[src/rtl/ipv4hb_pkg.sv]
// ----------------------------------------------------------------------------
// ipv4hb_pkg
// Shared constants and types for the IPv4 header builder.
// ----------------------------------------------------------------------------
package ipv4hb_pkg;

  localparam int unsigned HDR_BYTES   = 20;
  localparam int unsigned POS_W       = 5;
  localparam int unsigned CFG_DATA_W  = 32;
  localparam int unsigned CFG_INDEX_W = 1;
  localparam int unsigned QUEUE_DEPTH = 2;

  localparam logic [POS_W-1:0] LAST_POS = POS_W'(HDR_BYTES - 1);

  localparam logic [15:0] MAX_PAYLOAD  = 16'd65515;
  localparam logic [15:0] HDR_LEN      = 16'(HDR_BYTES);
  localparam logic [7:0]  VERSION_IHL  = 8'h45;
  localparam logic [7:0]  TOS_VALUE    = 8'h00;
  localparam logic [15:0] IDENT_VALUE  = 16'h0001;
  localparam logic [15:0] FLAGS_FRAG   = 16'h0000;

  // configuration register indexes
  localparam logic [CFG_INDEX_W-1:0] REG_SOURCE_ADDRESS = 1'd0;
  localparam logic [CFG_INDEX_W-1:0] REG_TIME_TO_LIVE   = 1'd1;

  localparam logic [7:0] TTL_RESET = 8'd64;

  // one header to be serialized
  typedef struct packed {
    logic [31:0] src_addr;
    logic [31:0] dst_addr;
    logic [7:0]  ttl;
    logic [7:0]  proto;
    logic [15:0] total_len;
    logic [15:0] checksum;
  } hdr_desc_t;

endpackage

[src/rtl/ipv4hb_front.sv]
// ----------------------------------------------------------------------------
// ipv4hb_front
// Takes requests, clamps the length and builds the header checksum.
// ----------------------------------------------------------------------------
module ipv4hb_front (
  input  logic                  clk,
  input  logic                  rst_n,
  input  logic                  in_valid,
  output logic                  in_ready,
  input  logic [31:0]           in_destination_address,
  input  logic [7:0]            in_protocol_number,
  input  logic [15:0]           in_payload_length,
  input  logic [31:0]           src_addr,
  input  logic [7:0]            ttl,
  output logic                  push_valid,
  input  logic                  push_ready,
  output ipv4hb_pkg::hdr_desc_t push_desc
);
  import ipv4hb_pkg::*;

  logic        s1_valid_r, s1_valid_nxt;
  hdr_desc_t   s1_desc_r;
  hdr_desc_t   desc_nxt;
  logic [17:0] sum_a_r, sum_a_nxt;
  logic [17:0] sum_b_r, sum_b_nxt;
  logic [15:0] plen_sat;
  logic [18:0] sum_all;
  logic [16:0] fold1;
  logic [15:0] fold2;
  logic        accept;

  assign in_ready   = !s1_valid_r || push_ready;
  assign accept     = in_valid && in_ready;
  assign push_valid = s1_valid_r;

  always_comb begin
    plen_sat = (in_payload_length > MAX_PAYLOAD) ? MAX_PAYLOAD : in_payload_length;
    desc_nxt.src_addr  = src_addr;
    desc_nxt.dst_addr  = in_destination_address;
    desc_nxt.ttl       = ttl;
    desc_nxt.proto     = in_protocol_number;
    desc_nxt.total_len = plen_sat + HDR_LEN;
    desc_nxt.checksum  = 16'h0000;
    // checksum words split into two partial sums
    sum_a_nxt = {2'b00, VERSION_IHL, TOS_VALUE} + {2'b00, desc_nxt.total_len}
              + {2'b00, IDENT_VALUE} + {2'b00, FLAGS_FRAG} + {2'b00, ttl, in_protocol_number};
    sum_b_nxt = {2'b00, src_addr[31:16]} + {2'b00, src_addr[15:0]}
              + {2'b00, in_destination_address[31:16]}
              + {2'b00, in_destination_address[15:0]};
  end

  // end-around carry fold, then invert
  always_comb begin
    sum_all = {1'b0, sum_a_r} + {1'b0, sum_b_r};
    fold1   = {1'b0, sum_all[15:0]} + {14'd0, sum_all[18:16]};
    fold2   = fold1[15:0] + {15'd0, fold1[16]};
    push_desc          = s1_desc_r;
    push_desc.checksum = ~fold2;
  end

  always_comb begin
    s1_valid_nxt = s1_valid_r;
    if (accept) begin
      s1_valid_nxt = 1'b1;
    end else if (push_ready) begin
      s1_valid_nxt = 1'b0;
    end
  end

  always_ff @(posedge clk) begin
    if (!rst_n) begin
      s1_valid_r <= 1'b0;
    end else begin
      s1_valid_r <= s1_valid_nxt;
    end
  end

  always_ff @(posedge clk) begin
    if (accept) begin
      s1_desc_r <= desc_nxt;
      sum_a_r   <= sum_a_nxt;
      sum_b_r   <= sum_b_nxt;
    end
  end

endmodule

[src/rtl/ipv4hb_queue.sv]
// ----------------------------------------------------------------------------
// ipv4hb_queue
// Small FIFO of header descriptors between front and back.
// ----------------------------------------------------------------------------
module ipv4hb_queue #(
  parameter int unsigned DEPTH = ipv4hb_pkg::QUEUE_DEPTH
) (
  input  logic                  clk,
  input  logic                  rst_n,
  input  logic                  wr_valid,
  output logic                  wr_ready,
  input  ipv4hb_pkg::hdr_desc_t wr_desc,
  output logic                  rd_valid,
  input  logic                  rd_ready,
  output ipv4hb_pkg::hdr_desc_t rd_desc
);
  import ipv4hb_pkg::*;

  localparam int unsigned PTR_W = (DEPTH > 1) ? $clog2(DEPTH) : 1;
  localparam int unsigned CNT_W = $clog2(DEPTH + 1);
  localparam logic [PTR_W-1:0] LAST_SLOT = PTR_W'(DEPTH - 1);
  localparam logic [CNT_W-1:0] FULL_CNT  = CNT_W'(DEPTH);

  hdr_desc_t        slot_r [DEPTH];
  logic [PTR_W-1:0] wr_ptr_r, wr_ptr_nxt;
  logic [PTR_W-1:0] rd_ptr_r, rd_ptr_nxt;
  logic [CNT_W-1:0] cnt_r, cnt_nxt;
  logic             do_wr, do_rd;

  assign wr_ready = (cnt_r != FULL_CNT);
  assign rd_valid = (cnt_r != '0);
  assign rd_desc  = slot_r[rd_ptr_r];
  assign do_wr    = wr_valid && wr_ready;
  assign do_rd    = rd_valid && rd_ready;

  always_comb begin
    wr_ptr_nxt = wr_ptr_r;
    rd_ptr_nxt = rd_ptr_r;
    cnt_nxt    = cnt_r;
    if (do_wr) begin
      wr_ptr_nxt = (wr_ptr_r == LAST_SLOT) ? '0 : wr_ptr_r + 1'b1;
    end
    if (do_rd) begin
      rd_ptr_nxt = (rd_ptr_r == LAST_SLOT) ? '0 : rd_ptr_r + 1'b1;
    end
    if (do_wr && !do_rd) begin
      cnt_nxt = cnt_r + 1'b1;
    end else if (do_rd && !do_wr) begin
      cnt_nxt = cnt_r - 1'b1;
    end
  end

  always_ff @(posedge clk) begin
    if (!rst_n) begin
      wr_ptr_r <= '0;
      rd_ptr_r <= '0;
      cnt_r    <= '0;
    end else begin
      wr_ptr_r <= wr_ptr_nxt;
      rd_ptr_r <= rd_ptr_nxt;
      cnt_r    <= cnt_nxt;
    end
  end

  always_ff @(posedge clk) begin
    if (do_wr) begin
      slot_r[wr_ptr_r] <= wr_desc;
    end
  end

endmodule

[src/rtl/ipv4hb_back.sv]
// ----------------------------------------------------------------------------
// ipv4hb_back
// Serializes one header descriptor into twenty bytes.
// ----------------------------------------------------------------------------
module ipv4hb_back (
  input  logic                        clk,
  input  logic                        rst_n,
  input  logic                        hd_valid,
  output logic                        hd_ready,
  input  ipv4hb_pkg::hdr_desc_t       hd_desc,
  output logic                        out_valid,
  input  logic                        out_ready,
  output logic [7:0]                  out_header_byte,
  output logic [ipv4hb_pkg::POS_W-1:0] out_byte_position,
  output logic                        out_last_byte
);
  import ipv4hb_pkg::*;

  logic [POS_W-1:0] cnt_r, cnt_nxt;
  logic             out_valid_r, out_valid_nxt;
  logic [7:0]       byte_r;
  logic [POS_W-1:0] pos_r;
  logic             last_r;
  logic [7:0]       byte_sel;
  logic             load;
  logic             at_last;

  assign load     = hd_valid && (!out_valid_r || out_ready);
  assign at_last  = (cnt_r == LAST_POS);
  assign hd_ready = load && at_last;

  assign out_valid         = out_valid_r;
  assign out_header_byte   = byte_r;
  assign out_byte_position = pos_r;
  assign out_last_byte     = last_r;

  always_comb begin
    case (cnt_r)
      5'd0:    byte_sel = VERSION_IHL;
      5'd1:    byte_sel = TOS_VALUE;
      5'd2:    byte_sel = hd_desc.total_len[15:8];
      5'd3:    byte_sel = hd_desc.total_len[7:0];
      5'd4:    byte_sel = IDENT_VALUE[15:8];
      5'd5:    byte_sel = IDENT_VALUE[7:0];
      5'd6:    byte_sel = FLAGS_FRAG[15:8];
      5'd7:    byte_sel = FLAGS_FRAG[7:0];
      5'd8:    byte_sel = hd_desc.ttl;
      5'd9:    byte_sel = hd_desc.proto;
      5'd10:   byte_sel = hd_desc.checksum[15:8];
      5'd11:   byte_sel = hd_desc.checksum[7:0];
      5'd12:   byte_sel = hd_desc.src_addr[31:24];
      5'd13:   byte_sel = hd_desc.src_addr[23:16];
      5'd14:   byte_sel = hd_desc.src_addr[15:8];
      5'd15:   byte_sel = hd_desc.src_addr[7:0];
      5'd16:   byte_sel = hd_desc.dst_addr[31:24];
      5'd17:   byte_sel = hd_desc.dst_addr[23:16];
      5'd18:   byte_sel = hd_desc.dst_addr[15:8];
      5'd19:   byte_sel = hd_desc.dst_addr[7:0];
      default: byte_sel = 8'h00;
    endcase
  end

  always_comb begin
    cnt_nxt       = cnt_r;
    out_valid_nxt = out_valid_r;
    if (load) begin
      out_valid_nxt = 1'b1;
      cnt_nxt       = at_last ? '0 : cnt_r + 1'b1;
    end else if (out_ready) begin
      out_valid_nxt = 1'b0;
    end
  end

  always_ff @(posedge clk) begin
    if (!rst_n) begin
      cnt_r       <= '0;
      out_valid_r <= 1'b0;
    end else begin
      cnt_r       <= cnt_nxt;
      out_valid_r <= out_valid_nxt;
    end
  end

  always_ff @(posedge clk) begin
    if (load) begin
      byte_r <= byte_sel;
      pos_r  <= cnt_r;
      last_r <= at_last;
    end
  end

endmodule

[src/rtl/ipv4_header_builder_checksum.sv]
// ----------------------------------------------------------------------------
// ipv4_header_builder_checksum
// Builds a 20-byte IPv4 header with checksum for each transmit request.
// ----------------------------------------------------------------------------
// Each request is turned into the IPv4 header in network byte order, one byte
// per output transfer with its offset and a last-byte flag. The output runs at
// one byte per cycle while out_ready is held high, a rate set by the byte-wide
// serializer in the back end. Requests pass through a one-stage front end
// (length clamp and partial sums registered, checksum fold and inversion on its
// output) and a two-entry descriptor queue, so a new request is taken while the
// previous header is still being sent. When the path is idle an accepted
// request is registered in the front end, written into the queue and loaded
// into the back end's output registers before its first byte is presented.
// Configuration writes take effect on the next request.
module ipv4_header_builder_checksum #(
  parameter int unsigned QUEUE_DEPTH = ipv4hb_pkg::QUEUE_DEPTH
) (
  input  logic                              clk,
  input  logic                              rst_n,
  input  logic                              in_valid,
  output logic                              in_ready,
  input  logic [31:0]                       in_destination_address,
  input  logic [7:0]                        in_protocol_number,
  input  logic [15:0]                       in_payload_length,
  output logic                              out_valid,
  input  logic                              out_ready,
  output logic [7:0]                        out_header_byte,
  output logic [ipv4hb_pkg::POS_W-1:0]      out_byte_position,
  output logic                              out_last_byte,
  input  logic                              cfg_wr_en,
  input  logic [ipv4hb_pkg::CFG_INDEX_W-1:0] cfg_index,
  input  logic [ipv4hb_pkg::CFG_DATA_W-1:0] cfg_data
);
  import ipv4hb_pkg::*;

  logic [31:0] src_addr_r;
  logic [7:0]  ttl_r;
  logic        push_valid, push_ready;
  hdr_desc_t   push_desc;
  logic        hd_valid, hd_ready;
  hdr_desc_t   hd_desc;

  always_ff @(posedge clk) begin
    if (!rst_n) begin
      src_addr_r <= '0;
      ttl_r      <= TTL_RESET;
    end else if (cfg_wr_en) begin
      if (cfg_index == REG_SOURCE_ADDRESS) begin
        src_addr_r <= cfg_data[31:0];
      end
      if (cfg_index == REG_TIME_TO_LIVE) begin
        ttl_r <= cfg_data[7:0];
      end
    end
  end

  ipv4hb_front u_front (
    .clk                    (clk),
    .rst_n                  (rst_n),
    .in_valid               (in_valid),
    .in_ready               (in_ready),
    .in_destination_address (in_destination_address),
    .in_protocol_number     (in_protocol_number),
    .in_payload_length      (in_payload_length),
    .src_addr               (src_addr_r),
    .ttl                    (ttl_r),
    .push_valid             (push_valid),
    .push_ready             (push_ready),
    .push_desc              (push_desc)
  );

  ipv4hb_queue #(
    .DEPTH (QUEUE_DEPTH)
  ) u_queue (
    .clk      (clk),
    .rst_n    (rst_n),
    .wr_valid (push_valid),
    .wr_ready (push_ready),
    .wr_desc  (push_desc),
    .rd_valid (hd_valid),
    .rd_ready (hd_ready),
    .rd_desc  (hd_desc)
  );

  ipv4hb_back u_back (
    .clk               (clk),
    .rst_n             (rst_n),
    .hd_valid          (hd_valid),
    .hd_ready          (hd_ready),
    .hd_desc           (hd_desc),
    .out_valid         (out_valid),
    .out_ready         (out_ready),
    .out_header_byte   (out_header_byte),
    .out_byte_position (out_byte_position),
    .out_last_byte     (out_last_byte)
  );

endmodule

[config.mk]
export PLATFORM = sky130hd
export DESIGN_NAME = ipv4_header_builder_checksum
export DESIGN_NICKNAME = d
export VERILOG_FILES = /design/src/rtl/ipv4hb_pkg.sv /design/src/rtl/ipv4hb_front.sv /design/src/rtl/ipv4hb_queue.sv /design/src/rtl/ipv4hb_back.sv /design/src/rtl/ipv4_header_builder_checksum.sv
export SDC_FILE = /design/constraint.sdc
export NUM_CORES = 1
export LEC_CHECK = 0
export BUFFER_PORTS_ARGS = -buffer_cell sky130_fd_sc_hd__buf_2
export CORE_AREA = 2 2 158 237
export DETAILED_ROUTE_END_ITERATION = 6
export DIE_AREA = 0 0 160 239
export PLACE_DENSITY = 0.72
export SYNTH_ARGS = -nofsm -noshare
export SYNTH_HDL_FRONTEND = slang
export SYNTH_HIERARCHICAL = 1
export SYNTH_SLANG_ARGS = --single-unit
[constraint.sdc]
create_clock -name clk -period 7.9 [get_ports clk]
set_clock_uncertainty 0.2 [all_clocks]
set_input_delay 0.395 -clock clk [delete_from_list [all_inputs] [get_ports clk]]
set_output_delay 0.395 -clock clk [all_outputs]
set_load 0.01 [all_outputs]
==> summary.md, run 1 <==
| Metric | Value |
|---|---|
| DRC viols | `0` |
| Post-synth cell types | `between 80 and 90` |
| Synth cell count leaders | `edfxtp_1 (370), mux2_2 (114), nand2_1 (113)` |
| Worst r2r src | `u_front/sum_a_r[0]` |
| Hold crit path type | `in2reg` |
| Max Cap Violations | `0` |
| P&R area growth vs syn | `15.23%` |
| Worst-skew pair later-pin latency | `0.54 ns` |
| Max Used Layer | `met4` |
| Slowest Stage Delay on Critical Path | `about 0.45 ns` |
| Initial core utilization | `0.5425` |
| Register Area | `~0.012 sq mm` |
| Via count | `about 12000` |
| RSZ-0062 raised after global routing | `no` |
| Synth Cell Area | `about 0.02 sq mm` |
| Chip height | `roughly 240 um` |
| Worst Setup SP | `u_front/sum_a_r[0]` |
| Multi-input gate area | `approximately 0.007 sq mm` |
| CP Data Arrival Time | `approximately 6.9 ns` |
| Post-DP HPWL | `roughly 34 mm` |
| Reg clk slew, reported paths | `about 0.060 ns` |
| Die width | `~160 um` |
| Crit path max-delay cell type | `or3_4` |
| Worst-margin pin slew | `about 1.1 ns` |
| Post-DP Area | `~0.021 sq mm` |
| Slew headroom | `0.2502` |
| Ys Warns | `6` |
| Core Region | `~0.036 sq mm` |
| Seq/Total Area, Yosys | `0.6159` |
| Clock sink total | `~420` |
| HP Start | `out_ready` |
| Syn nets | `roughly 1600` |
| CTS Buf Count | `39` |
| Worst R2R Path Depth | `29` |
| Lkg Pwr | `8.348 nW` |
| CP endpoint kind | `flip-flop` |
| Grt ovf | `0` |
| Final Instance Area | `0.02274 sq mm` |
| Count of buffers from port buffering | `between 100 and 150` |
| Maximum VDD drop | `184.9 uV` |
| Ant diodes | `0` |
| Syn_area_per_cell | `approximately 15 sq um` |
| Vias in the first global route | `around 12000` |
| Fmax | `146.7 MHz` |
| Setup TNS | `0 ns` |
| Crit path time final | `~6.8 ns` |
| Met3 routed WL | `2.280 mm` |
| Post-route ant nets | `0` |
| Cell count after synthesis | `about 1400` |
| FFs w/ async S/R, synth | `0` |
| Hold Path Depth | `3` |
| Final WL | `about 47 mm` |
| CTS tree | `done` |
| Wire length per cell | `~23 um` |
| Die area | `0.03824 sq mm` |
| Leading area contributor after synthesis | `edfxtp_1` |
| Initial antenna violation count | `0` |
| Final Slew Violations | `0` |
| Largest net degree at the start of global routing | `between 80 and 90` |
| Critical Path Source Type | `flip-flop` |
| Initial DRC Count | `1052` |
| Fin. Hold Viols | `0` |
| Met1 WL | `between 15 and 20 mm` |
| EDFF count, synth | `370` |
| Fill cells | `between 2000 and 3000` |
| Period utilization | `0.8627` |
| H-tree depth | `2` |
| DRT Pass-1 Iters | `6` |
| Routability congestion estimate | `around 0.94` |
| Max clock buf depth | `3` |
| Nets | `1758` |
| Root cell of the clock tree | `clkbuf_16` |
| I/O Pins | `110` |
| CP required | `7.96 ns` |
| Setup violators final | `0` |
| Power Density | `282.6 mW/mm^2` |
| First-pass GRT wire length | `about 70 mm` |
| CP Max Fanout | `7` |
| Met2 WL post-DR | `about 24 mm` |
| All-Layer GR Usage | `0.2452` |
| Rows | `86` |
| CP Class | `reg2reg` |
| Outcome | `complete, no violations` |
| Most numerous cell in the Yosys netlist | `edfxtp_1` |
| Vias per cell | `approximately 5.7` |
| Layout cell share with drive strength beyond 1 | `0.2037` |
| Synth top area share | `0.5631` |
| Largest cells by area after synthesis | `edfxtp_1 (56%), mux2_2 (6.5%), dfxtp_1 (5.3%)` |
| Synth Flop Type | `edfxtp_1` |
| #FFs+latches synth | `roughly 420` |
area by class of cell:
class,instances,area share
multi-input cells,838,0.3094
inverters,53,0.008860
clock inverters,19,0.01062
flip-flops and latches,422,0.5346
clock buffers,52,0.04826
well taps,484,0.02663
repair buffers,197,0.06163
power by group:
group	switching, W	internal (W)
Clock	0.000797	0.00115
Sequential	0.0000754	0.00272
Combinational	0.00105	0.000638
sequential cells by signal (all words and copies together) (netlist names), 2 cells and up, named ones only:
name	cells
u_back/out_header_byte	8
u_back/cnt_r	5
u_back/out_byte_position	5
u_queue/cnt_r	2
u_front/push_desc	96
u_front/sum_b_r	18
ttl_r	8
u_front/sum_a_r	18
src_addr_r	32
u_queue/slot_r	224
worst paths after layout:
| path | endpoint | slack, ns |
|---|---|---|
| worst max register to register | u_queue/slot_r[0][14] | 1.08 |
| worst min-delay path | u_back/out_valid | 0.03 |
| worst max-delay path | u_queue/slot_r[0][14] | 1.08 |
| worst min register to register | u_queue/slot_r[0][47] | 0.24 |
layout by cell type (no fill, tap or decap), drive strengths merged, types with 9 or more instances in the layout:
master       netlist  routed
clkinv             0      10
a21o              10      10
ha                78      78
inv               53      57
a21boi            13      13
mux2i             56      56
a21oi             40      40
nor2              39      39
fa                35      35
o21ai             24      24
mux2             114     114
or3                9       9
dlygate4sd3        0      78
nand2            113     113
o22ai             10      10
a22oi             12      12
nor2b             14      14
nand3             22      22
dfxtp             52      52
xor2              23      23
buf               40     119
nor3              22      22
and2              12      12
clkbuf             7      52
xnor2             53      53
edfxtp           370     370
nand2b            12      12
cell families (layout without fill, tap and decap cells):
group | count (synthesis) | in the layout | synth area share
xor+xnor | 76 | 76 | 0.03374
mux | 170 | 170 | 0.09347
flops | 422 | 422 | 0.6159
simple gates | 290 | 290 | 0.07451
fa+ha+maj | 113 | 113 | 0.08497
compound gates | 189 | 189 | 0.06918
buf+inv | 100 | 321 | 0.02828
metrics by stage:
step | setup slack [ns] | power [W] | utilization | hold WS [ns] | instances
5_1_grt | 0.4708 | 0.006693 | 0.6252 | 0.03070 | 2065
4_1_cts | 1.092 | 0.006460 | 0.6252 | 0.006603 | 2065
3_3_place_gp | 1.328 | 0.004451 | 0.5669 | 0.2220 | 1916
6_report | 1.085 | 0.006424 | 0.6252 | 0.03103 | 2065
3_5_place_dp | 1.143 | 0.004485 | 0.5669 | 0.2304 | 1916
2_1_floorplan | 1.975 | 0.003967 | - | 0.2095 | 1360
layer usage:
| layer | vias up | GRT usage |
|---|---|---|
| li1 | 5494 | - |
| met1 | 5820 | 0.3072 |
| met2 | 387 | 0.4290 |
| met3 | 93 | 0.02689 |
| met4 | 0 | 0.1138 |
| met5 | - | 0 |
what timing repair did:
item | CTS | global route
setup buffers | 0 | 0
hold buffers | 78 | 0
hold endpoints to repair | 84 | 0
gates resized for setup | 0 | 0
critical path, delay by kind of cell, from the launching register on:
| kind | cells | cell delay [ns] |
|---|---|---|
| AOI/OAI and AO/OA | 9 | 1.78 |
| adders and majority gates | 5 | 1.22 |
| and+or+nand+nor | 10 | 2.41 |
| buffers and inverters | 3 | 0.20 |
| xor gates and xnor gates | 2 | 0.36 |
| DFF | 1 | 0.36 |
Power figures use the tool's default switching activity.
==> run 2, diff against run 1 <==
--- a/config.mk
+++ b/config.mk
@@ -9,6 +9,7 @@
 export CORE_AREA = 2 2 158 237
 export DETAILED_ROUTE_END_ITERATION = 6
 export DIE_AREA = 0 0 160 239
+export GPL_TIMING_DRIVEN = 0
 export PLACE_DENSITY = 0.72
 export SYNTH_ARGS = -nofsm -noshare
 export SYNTH_HDL_FRONTEND = slang
==> run 2 against run 1 <==
- power is 1.8% lower
- worst setup slack worse by 0.44 ns
- fmax is 6.0% lower
- register-to-register slack worse by 0.44 ns
- flip-flop and latch count stayed put
- routed wire length is 4.9% higher
- global-route usage is 1.2 points higher
- largest power group unchanged
- hold slack worse by 0.010 ns
- largest cell class unchanged
==> summary.md, run 2 (synthesis gave the netlist of run 1 again) <==
| Metric | Value |
|---|---|
| Slowest Stage Delay on Critical Path | `0.46 ns (was 0.45 ns)` |
| CP endpoint kind | `flip-flop (unchanged)` |
| Commonest non-fill, non-tap cell in the layout | `edfxtp_1 (unchanged)` |
| Final Slew Violations | `0 (unchanged)` |
| Ant diodes | `0 (unchanged)` |
| Grt ovf | `0 (unchanged)` |
| Post-Place Setup Slack | `0.5991 ns (was 1.143 ns)` |
| Vias per cell | `5.705 (was 5.711)` |
| Setup violators final | `0 (unchanged)` |
| Multi-input gate area | `0.007047 sq mm (was 0.007034 sq mm)` |
| Period utilization | `0.9180 (was 0.8627)` |
| Max Cap Violations | `0 (unchanged)` |
| Die width | `160 um (unchanged)` |
| CP Data Arrival Time | `7.32 ns (was 6.88 ns)` |
| Crit path max-delay cell type | `or3_4 (unchanged)` |
| First-pass GRT wire length | `72.22 mm (was 69.61 mm)` |
| Largest register by flop count | `u_queue/slot_r (unchanged)` |
| CTS tree | `done (unchanged)` |
| Nets | `1798 (was 1758)` |
| Final WS setup | `0.6477 ns (was 1.085 ns)` |
| Fin. Hold Viols | `0 (unchanged)` |
| Largest net degree at the start of global routing | `84 (was 85)` |
| Setup TNS | `0 ns (unchanged)` |
| Layout cell share with drive strength beyond 1 | `0.2191 (was 0.2037)` |
| Max clock buf depth | `3 (unchanged)` |
| Min Hold Slack | `0.02071 ns (was 0.03103 ns)` |
| Vias in the first global route | `12080 (was 11810)` |
| Hold crit path type | `in2reg (unchanged)` |
| R2R Setup Slk | `0.65 ns (was 1.08 ns)` |
| Initial DRC Count | `1009 (was 1052)` |
| Core Region | `0.03637 sq mm (unchanged)` |
| Chip height | `239 um (unchanged)` |
| CP delay by family, top | `simple AND/OR/NAND/NOR gates (unchanged)` |
| Final WL | `48.91 mm (was 46.63 mm)` |
| Power Density | `274.0 mW/mm^2 (was 282.6 mW/mm^2)` |
| Worst-skew pair later-pin latency | `0.55 ns (was 0.54 ns)` |
| Buf+Inv Stages, Crit Path | `3 (unchanged)` |
| Crit path time final | `7.252 ns (was 6.815 ns)` |
| Critical Path Source Type | `flip-flop (unchanged)` |
| Post-CTS setup buffer count | `0 (unchanged)` |
| Rows | `86 (unchanged)` |
| Lkg Pwr | `8.485 nW (was 8.348 nW)` |
| Core Util, Final | `0.6331 (was 0.6252)` |
| Fmax | `137.9 MHz (was 146.7 MHz)` |
| Initial antenna violation count | `0 (unchanged)` |
| P&R area growth vs syn | `16.69% (was 15.23%)` |
| Slew headroom | `0.4364 (was 0.2502)` |
| Routability congestion estimate | `0.8388 (was 0.9364)` |
| Via count | `12000 (was 11790)` |
| Outcome | `complete, no violations (unchanged)` |
| H-tree depth | `2 (unchanged)` |
| I/O Pins | `110 (unchanged)` |
| Reg clk slew, reported paths | `0.06 ns (about the same)` |
| Post-DP HPWL | `35.42 mm (was 33.57 mm)` |
| DRC viols | `0 (unchanged)` |
| DRT Pass-1 Iters | `7 (was 6)` |
| Fill cells | `2771 (was 2734)` |
| Die area | `0.03824 sq mm (unchanged)` |
| Root cell of the clock tree | `clkbuf_16 (unchanged)` |
| Wire length per cell | `23.25 um (was 22.58 um)` |
| CTS Buf Count | `39 (unchanged)` |
| All-Layer GR Usage | `0.2569 (was 0.2452)` |
| Most frequent cells in the layout | `edfxtp_1 (370), buf_2 (126), mux2_2 (114) (was edfxtp_1 (370), mux2_2 (114), nand2_1 (113))` |
| Initial core utilization | `0.5425 (unchanged)` |
| CP required | `7.97 ns (was 7.96 ns)` |
| Count of buffers from port buffering | `109 (unchanged)` |
| Maximum VDD drop | `163.1 uV (was 184.9 uV)` |
| Register Area | `0.01215 sq mm (was 0.01216 sq mm)` |
| CP Class | `reg2reg (unchanged)` |
| Clock sink total | `422 (unchanged)` |
| Post-route ant nets | `0 (unchanged)` |
| RSZ-0062 raised after global routing | `no (unchanged)` |
| Worst-margin pin slew | `0.8383 ns (was 1.125 ns)` |
| Number of flip-flops in the largest register | `224 (unchanged)` |
| CP Max Fanout | `7 (unchanged)` |
run 2: cell types whose count changed in the layout (fill, tap and decap cells not counted), sizes merged:
cell / before / now
clkbuf: 52 / 55
buf: 119 / 153
bufinv: 5 / 3
clkinvlp: 0 / 7
clkinv: 10 / 9
inv: 57 / 56
dlygate4sd3: 78 / 77
run 2: worst paths after layout:
kind / start / to / depth (start not counted)
worst max-delay path: u_front/sum_b_r[0] / u_queue/slot_r[0][14] / 29
worst min-delay path: out_ready / u_back/out_valid / 3
worst max register to register: u_front/sum_b_r[0] / u_queue/slot_r[0][14] / 29
worst min register to register: u_back/cnt_r[2] / u_back/out_byte_position[2] / 0
run 2: where the power goes:
group	leakage (nW)	total (W)	internal (W)	switching, W
registers	3.93	0.00282	0.00272	0.0000961
logic	3.97	0.00165	0.000649	0.00100
clock network	0.588	0.00184	0.00103	0.000817
total	8.48	0.00631	0.00440	0.00191
run 2: repair_timing:
item / in CTS / in global routing
gates resized for setup: 0 / 3
hold buffers: 77 / 0
endpoints found under the hold margin: 83 / 0
setup endpoints to repair: 0 / 2
run 2: area by class of cell:
| class | count | area share |
|---|---|---|
| Sequential cell | 422 | 0.5278 |
| Multi-Input combinational cell | 838 | 0.3061 |
| Timing Repair Buffer | 190 | 0.06162 |
| Clock buffer | 48 | 0.04429 |
| Tap cell | 484 | 0.02630 |
| Buffer | 47 | 0.01560 |
| Clock inverter | 22 | 0.009510 |
| Inverter | 53 | 0.008858 |
run 2: metrics by stage:
step | cell area (sq um) | total power [W] | cells
after floorplan | 19730 | 0.003967 | 1360
after global placement | 20880 | 0.004416 | 1953
after detailed placement | 21000 | 0.004454 | 1957
after CTS | 23010 | 0.006317 | 2104
after global routing | 23020 | 0.006580 | 2104
final | 23020 | 0.006309 | 2104
run 2: routing by layer:
metal | global-route usage | part of all wire | vias up
met5 | 0 | 0 | -
met4 | 0.1261 | 0.052 | 0
met3 | 0.02897 | 0.047 | 113
met2 | 0.4496 | 0.51 | 379
met1 | 0.3185 | 0.39 | 5948
li1 | - | - | 5564
run 2: worst register-to-register path, delay by kind of cell (launching register included):
kind / cells / cell delay (ns)
and+or+nand+nor: 10 / 2.44
adders and majority gates: 5 / 1.26
xor gates and xnor gates: 2 / 0.46
buffers and inverters: 3 / 0.21
AOI/OAI and AO/OA: 9 / 2.01
DFF: 1 / 0.43
==> run 3, diff against run 2 <==
--- a/config.mk
+++ b/config.mk
@@ -6,12 +6,13 @@
 export NUM_CORES = 1
 export LEC_CHECK = 0
 export BUFFER_PORTS_ARGS = -buffer_cell sky130_fd_sc_hd__buf_2
-export CORE_AREA = 2 2 158 237
+export CORE_AREA = 2 2 157 236
 export DETAILED_ROUTE_END_ITERATION = 6
-export DIE_AREA = 0 0 160 239
+export DIE_AREA = 0 0 159 238
 export GPL_TIMING_DRIVEN = 0
 export PLACE_DENSITY = 0.72
+export SKIP_CTS_REPAIR_TIMING = 1
+export SLEW_MARGIN = 25
 export SYNTH_ARGS = -nofsm -noshare
 export SYNTH_HDL_FRONTEND = slang
-export SYNTH_HIERARCHICAL = 1
 export SYNTH_SLANG_ARGS = --single-unit
==> run 3 against run 2 <==
- critical path depth fell by 3
- clock power barely moved
- via count rose by 8.3%
- first-iteration DRC count rose by 21%
- sequential share of layout area rose by 0.20 points
- worst setup slack got worse by 0.051 ns
- fmax fell by 0.70%
- global-route usage fell by 0.24 points
- die area fell by 1.0%
- critical endpoint is now u_queue.slot_r[0][10]
==> summary.md, run 3 <==
| Metric | Value |
|---|---|
| CTS Buf Count | `39 (unchanged)` |
| Synth top area share | `0.5696 (was 0.5631)` |
| Outcome | `complete, no violations (unchanged)` |
| EDFF count, synth | `370 (unchanged)` |
| Commonest non-fill, non-tap cell in the layout | `edfxtp_1 (unchanged)` |
| Core Util, Final | `0.6418 (was 0.6331)` |
| Max clock buf depth | `3 (unchanged)` |
| CP required | `8.01 ns (was 7.97 ns)` |
| Initial DRC Count | `1225 (was 1009)` |
| Max Cap Violations | `0 (unchanged)` |
| Synth cell count leaders | `edfxtp_1 (370), nand2_1 (135), inv_1 (102) (was edfxtp_1 (370), mux2_2 (114), nand2_1 (113))` |
| Fin. Hold Viols | `0 (unchanged)` |
| I/O Pins | `110 (unchanged)` |
| All-Layer GR Usage | `0.2545 (was 0.2569)` |
| RSZ-0062 raised after global routing | `no (unchanged)` |
| CP Data Arrival Time | `7.42 ns (was 7.32 ns)` |
| Die area | `0.03784 sq mm (was 0.03824 sq mm)` |
| CP Max Fanout | `5 (was 7)` |
| CP endpoint kind | `flip-flop (unchanged)` |
| Count of buffers from port buffering | `109 (unchanged)` |
| Root cell of the clock tree | `clkbuf_16 (unchanged)` |
| Period utilization | `0.9244 (was 0.9180)` |
| Most frequent cells in the layout | `edfxtp_1 (370), nand2_1 (135), buf_2 (112) (was edfxtp_1 (370), buf_2 (126), mux2_2 (114))` |
| Ys Warns | `0 (was 6)` |
| Reg power frac | `0.464 (was 0.446)` |
| Power Internal | `0.004263 W (was 0.004397 W)` |
| Syn nets | `1692 (was 1567)` |
| Largest register by flop count | `u_queue.slot_r (was u_queue/slot_r)` |
| Largest net degree at the start of global routing | `53 (was 84)` |
| Post-synth cell types | `75 (was 85)` |
| Nets | `1927 (was 1798)` |
| Setup violators final | `0 (unchanged)` |
| P_sw | `0.001749 W (was 0.001912 W)` |
| Routability congestion estimate | `0.9310 (was 0.8388)` |
| CP delay by family, top | `compound AO/OA/AOI/OAI gates (was simple AND/OR/NAND/NOR gates)` |
| First-pass GRT wire length | `71.51 mm (was 72.22 mm)` |
| Fill cells | `2665 (was 2771)` |
| Leading area contributor after synthesis | `edfxtp_1 (unchanged)` |
| Synth Cell Area | `0.01951 sq mm (was 0.01973 sq mm)` |
| Crit path time final | `7.303 ns (was 7.252 ns)` |
| Hold crit path type | `in2reg (unchanged)` |
| Most used cell, CP | `a21oi_1` |
| Slew headroom | `0.3034 (was 0.4364)` |
| Die width | `159 um (was 160 um)` |
| Slowest Stage Delay on Critical Path | `0.50 ns (was 0.46 ns)` |
| Lkg Pwr | `8.465 nW (was 8.485 nW)` |
| Fmax | `136.9 MHz (was 137.9 MHz)` |
| Number of flip-flops in the largest register | `224 (unchanged)` |
| Syn_area_per_cell | `13.03 sq um (was 14.51 sq um)` |
| FFs w/ async S/R, synth | `0 (unchanged)` |
| Grt ovf | `0 (unchanged)` |
| Post-route ant nets | `0 (unchanged)` |
| DRT Pass-1 Iters | `6 (was 7)` |
| Rows | `85 (was 86)` |
| Post-DP Area | `0.02090 sq mm (was 0.02100 sq mm)` |
| Critical Path Source Type | `flip-flop (unchanged)` |
| H-tree depth | `2 (unchanged)` |
| Setup TNS | `0 ns (unchanged)` |
| Ant diodes | `0 (unchanged)` |
| Initial antenna violation count | `0 (unchanged)` |
| Most numerous cell in the Yosys netlist | `edfxtp_1 (unchanged)` |
| Chip height | `238 um (was 239 um)` |
| Largest cells by area after synthesis | `edfxtp_1 (57%), dfxtp_1 (5.3%), ha_1 (5.1%) (was edfxtp_1 (56%), mux2_2 (6.5%), dfxtp_1 (5.3%))` |
| Worst-skew pair later-pin latency | `0.55 ns (about the same)` |
| Power Density | `262.1 mW/mm^2 (was 274.0 mW/mm^2)` |
| Reg clk slew, reported paths | `0.07 ns (was 0.06 ns)` |
| Seq/Total Area, Yosys | `0.6229 (was 0.6159)` |
| Wire length per cell | `22.19 um (was 23.25 um)` |
| Final Slew Violations | `0 (unchanged)` |
| Maximum VDD drop | `177.3 uV (was 163.1 uV)` |
| Layout cell share with drive strength beyond 1 | `0.1208 (was 0.2191)` |
| Vias in the first global route | `12320 (was 12080)` |
| Cell count after synthesis | `1497 (was 1360)` |
| Initial core utilization | `0.5459 (was 0.5425)` |
| Vias per cell | `5.800 (was 5.705)` |
| Sw Share | `0.2910 (was 0.3031)` |
| Comb pwr share | `0.226 (was 0.261)` |
| Core Region | `0.03573 sq mm (was 0.03637 sq mm)` |
| Final Power | `0.006012 W (was 0.006309 W)` |
| P&R area growth vs syn | `17.57% (was 16.69%)` |
| Clock sink total | `422 (unchanged)` |
| #FFs+latches synth | `422 (unchanged)` |
| DRC viols | `0 (unchanged)` |
| Crit path max-delay cell type | `a2111oi_2 (was or3_4)` |
| Final WL | `49.73 mm (was 48.91 mm)` |
| CP Class | `reg2reg (unchanged)` |
| Buf+Inv Stages, Crit Path | `0 (was 3)` |
| Synth Flop Type | `edfxtp_1 (unchanged)` |
| CTS tree | `done (unchanged)` |
| Via count | `13000 (was 12000)` |
| Post-DP HPWL | `37.34 mm (was 35.42 mm)` |
| Clock group share of total power | `0.310 (was 0.292)` |
| Worst-margin pin slew | `1.045 ns (was 0.8383 ns)` |
| Final Instance Area | `0.02294 sq mm (was 0.02302 sq mm)` |
==> run 3: cell count changes in the layout (fill, tap and decap cells not counted), moves of 15 or more <==
cell / delta
mux2_2: -103
inv_1: +50
a21boi_0: +38
nor2_1: +27
nand3_1: +26
clkbuf_1: +23
nand2_1: +22
o22ai_1: +15
==> run 3: metal layers <==
| layer | track usage | up-vias | share of wire |
|---|---|---|---|
| met4 | 0.1215 | 0 | 0.052 |
| li1 | - | 6010 | - |
| met3 | 0.02955 | 139 | 0.057 |
| met2 | 0.4721 | 490 | 0.53 |
| met1 | 0.2925 | 6358 | 0.36 |
| met5 | 0 | - | 0 |
==> run 3: through the flow <==
| stage | std cells | hold slack [ns] | setup WS (ns) |
|---|---|---|---|
| final | 2241 | 0.02877 | 0.5969 |
| after global placement | 2084 | 0.2124 | -0.6986 |
| after CTS | 2165 | -0.1757 | 0.6378 |
| after floorplan | 1497 | 0.2064 | 1.825 |
| after detailed placement | 2093 | 0.2195 | 0.6693 |
| after global routing | 2241 | 0.02642 | 0.1774 |
==> run 3: worst paths after layout <==
| check | start | endpoint | slack, ns | cells past startpoint |
|---|---|---|---|---|
| worst max-delay path | u_front.sum_b_r[1] | u_queue.slot_r[0][10] | 0.60 | 26 |
| worst min-delay path | out_ready | u_back.out_valid | 0.03 | 3 |
| worst max register to register | u_front.sum_b_r[1] | u_queue.slot_r[0][10] | 0.60 | 26 |
| worst min register to register | u_back.cnt_r[4] | u_back.out_byte_position[4] | 0.23 | 0 |
==> run 3: power by group through the flow <==
| stage | sequential, W | clock, W | combinational (W) |
|---|---|---|---|
| floorplan | 0.00280 | 0 | 0.000951 |
| finish | 0.00279 | 0.00187 | 0.00136 |
| detailed placement | 0.00283 | 0 | 0.00130 |
| global placement | 0.00284 | 0 | 0.00124 |
| CTS | 0.00278 | 0.00188 | 0.00131 |
| global route | 0.00280 | 0.00198 | 0.00149 |
==> run 3: logic make-up after synthesis <==
| kind of cell | after synthesis | share of synthesized area |
|---|---|---|
| DFF | 422 | 0.6229 |
| adders and majority gates | 101 | 0.07286 |
| AOI/OAI and AO/OA | 283 | 0.1008 |
| and+or+nand+nor | 377 | 0.09332 |
| xor gates and xnor gates | 89 | 0.03996 |
| muxes | 81 | 0.04227 |
| buffers and inverters | 144 | 0.02790 |
==> run 3: final cells by class <==
cell class	count	area, sq um	area share
timing repair buffer	194	1539	0.06710
clock inverter	26	221.5	0.009656
inverter	102	382.9	0.01669
multi-input combinational	931	6827	0.2976
buffer	42	161.4	0.007037
sequential	422	12150	0.5298
clock buffer	46	1055	0.04599
tap	478	598.1	0.02608
==> run 3: tightest hold or removal path, cell delays in order <==
cell and delay (ns):
buf_2 0.09, nor2b_1 0.13, o31a_1 0.13
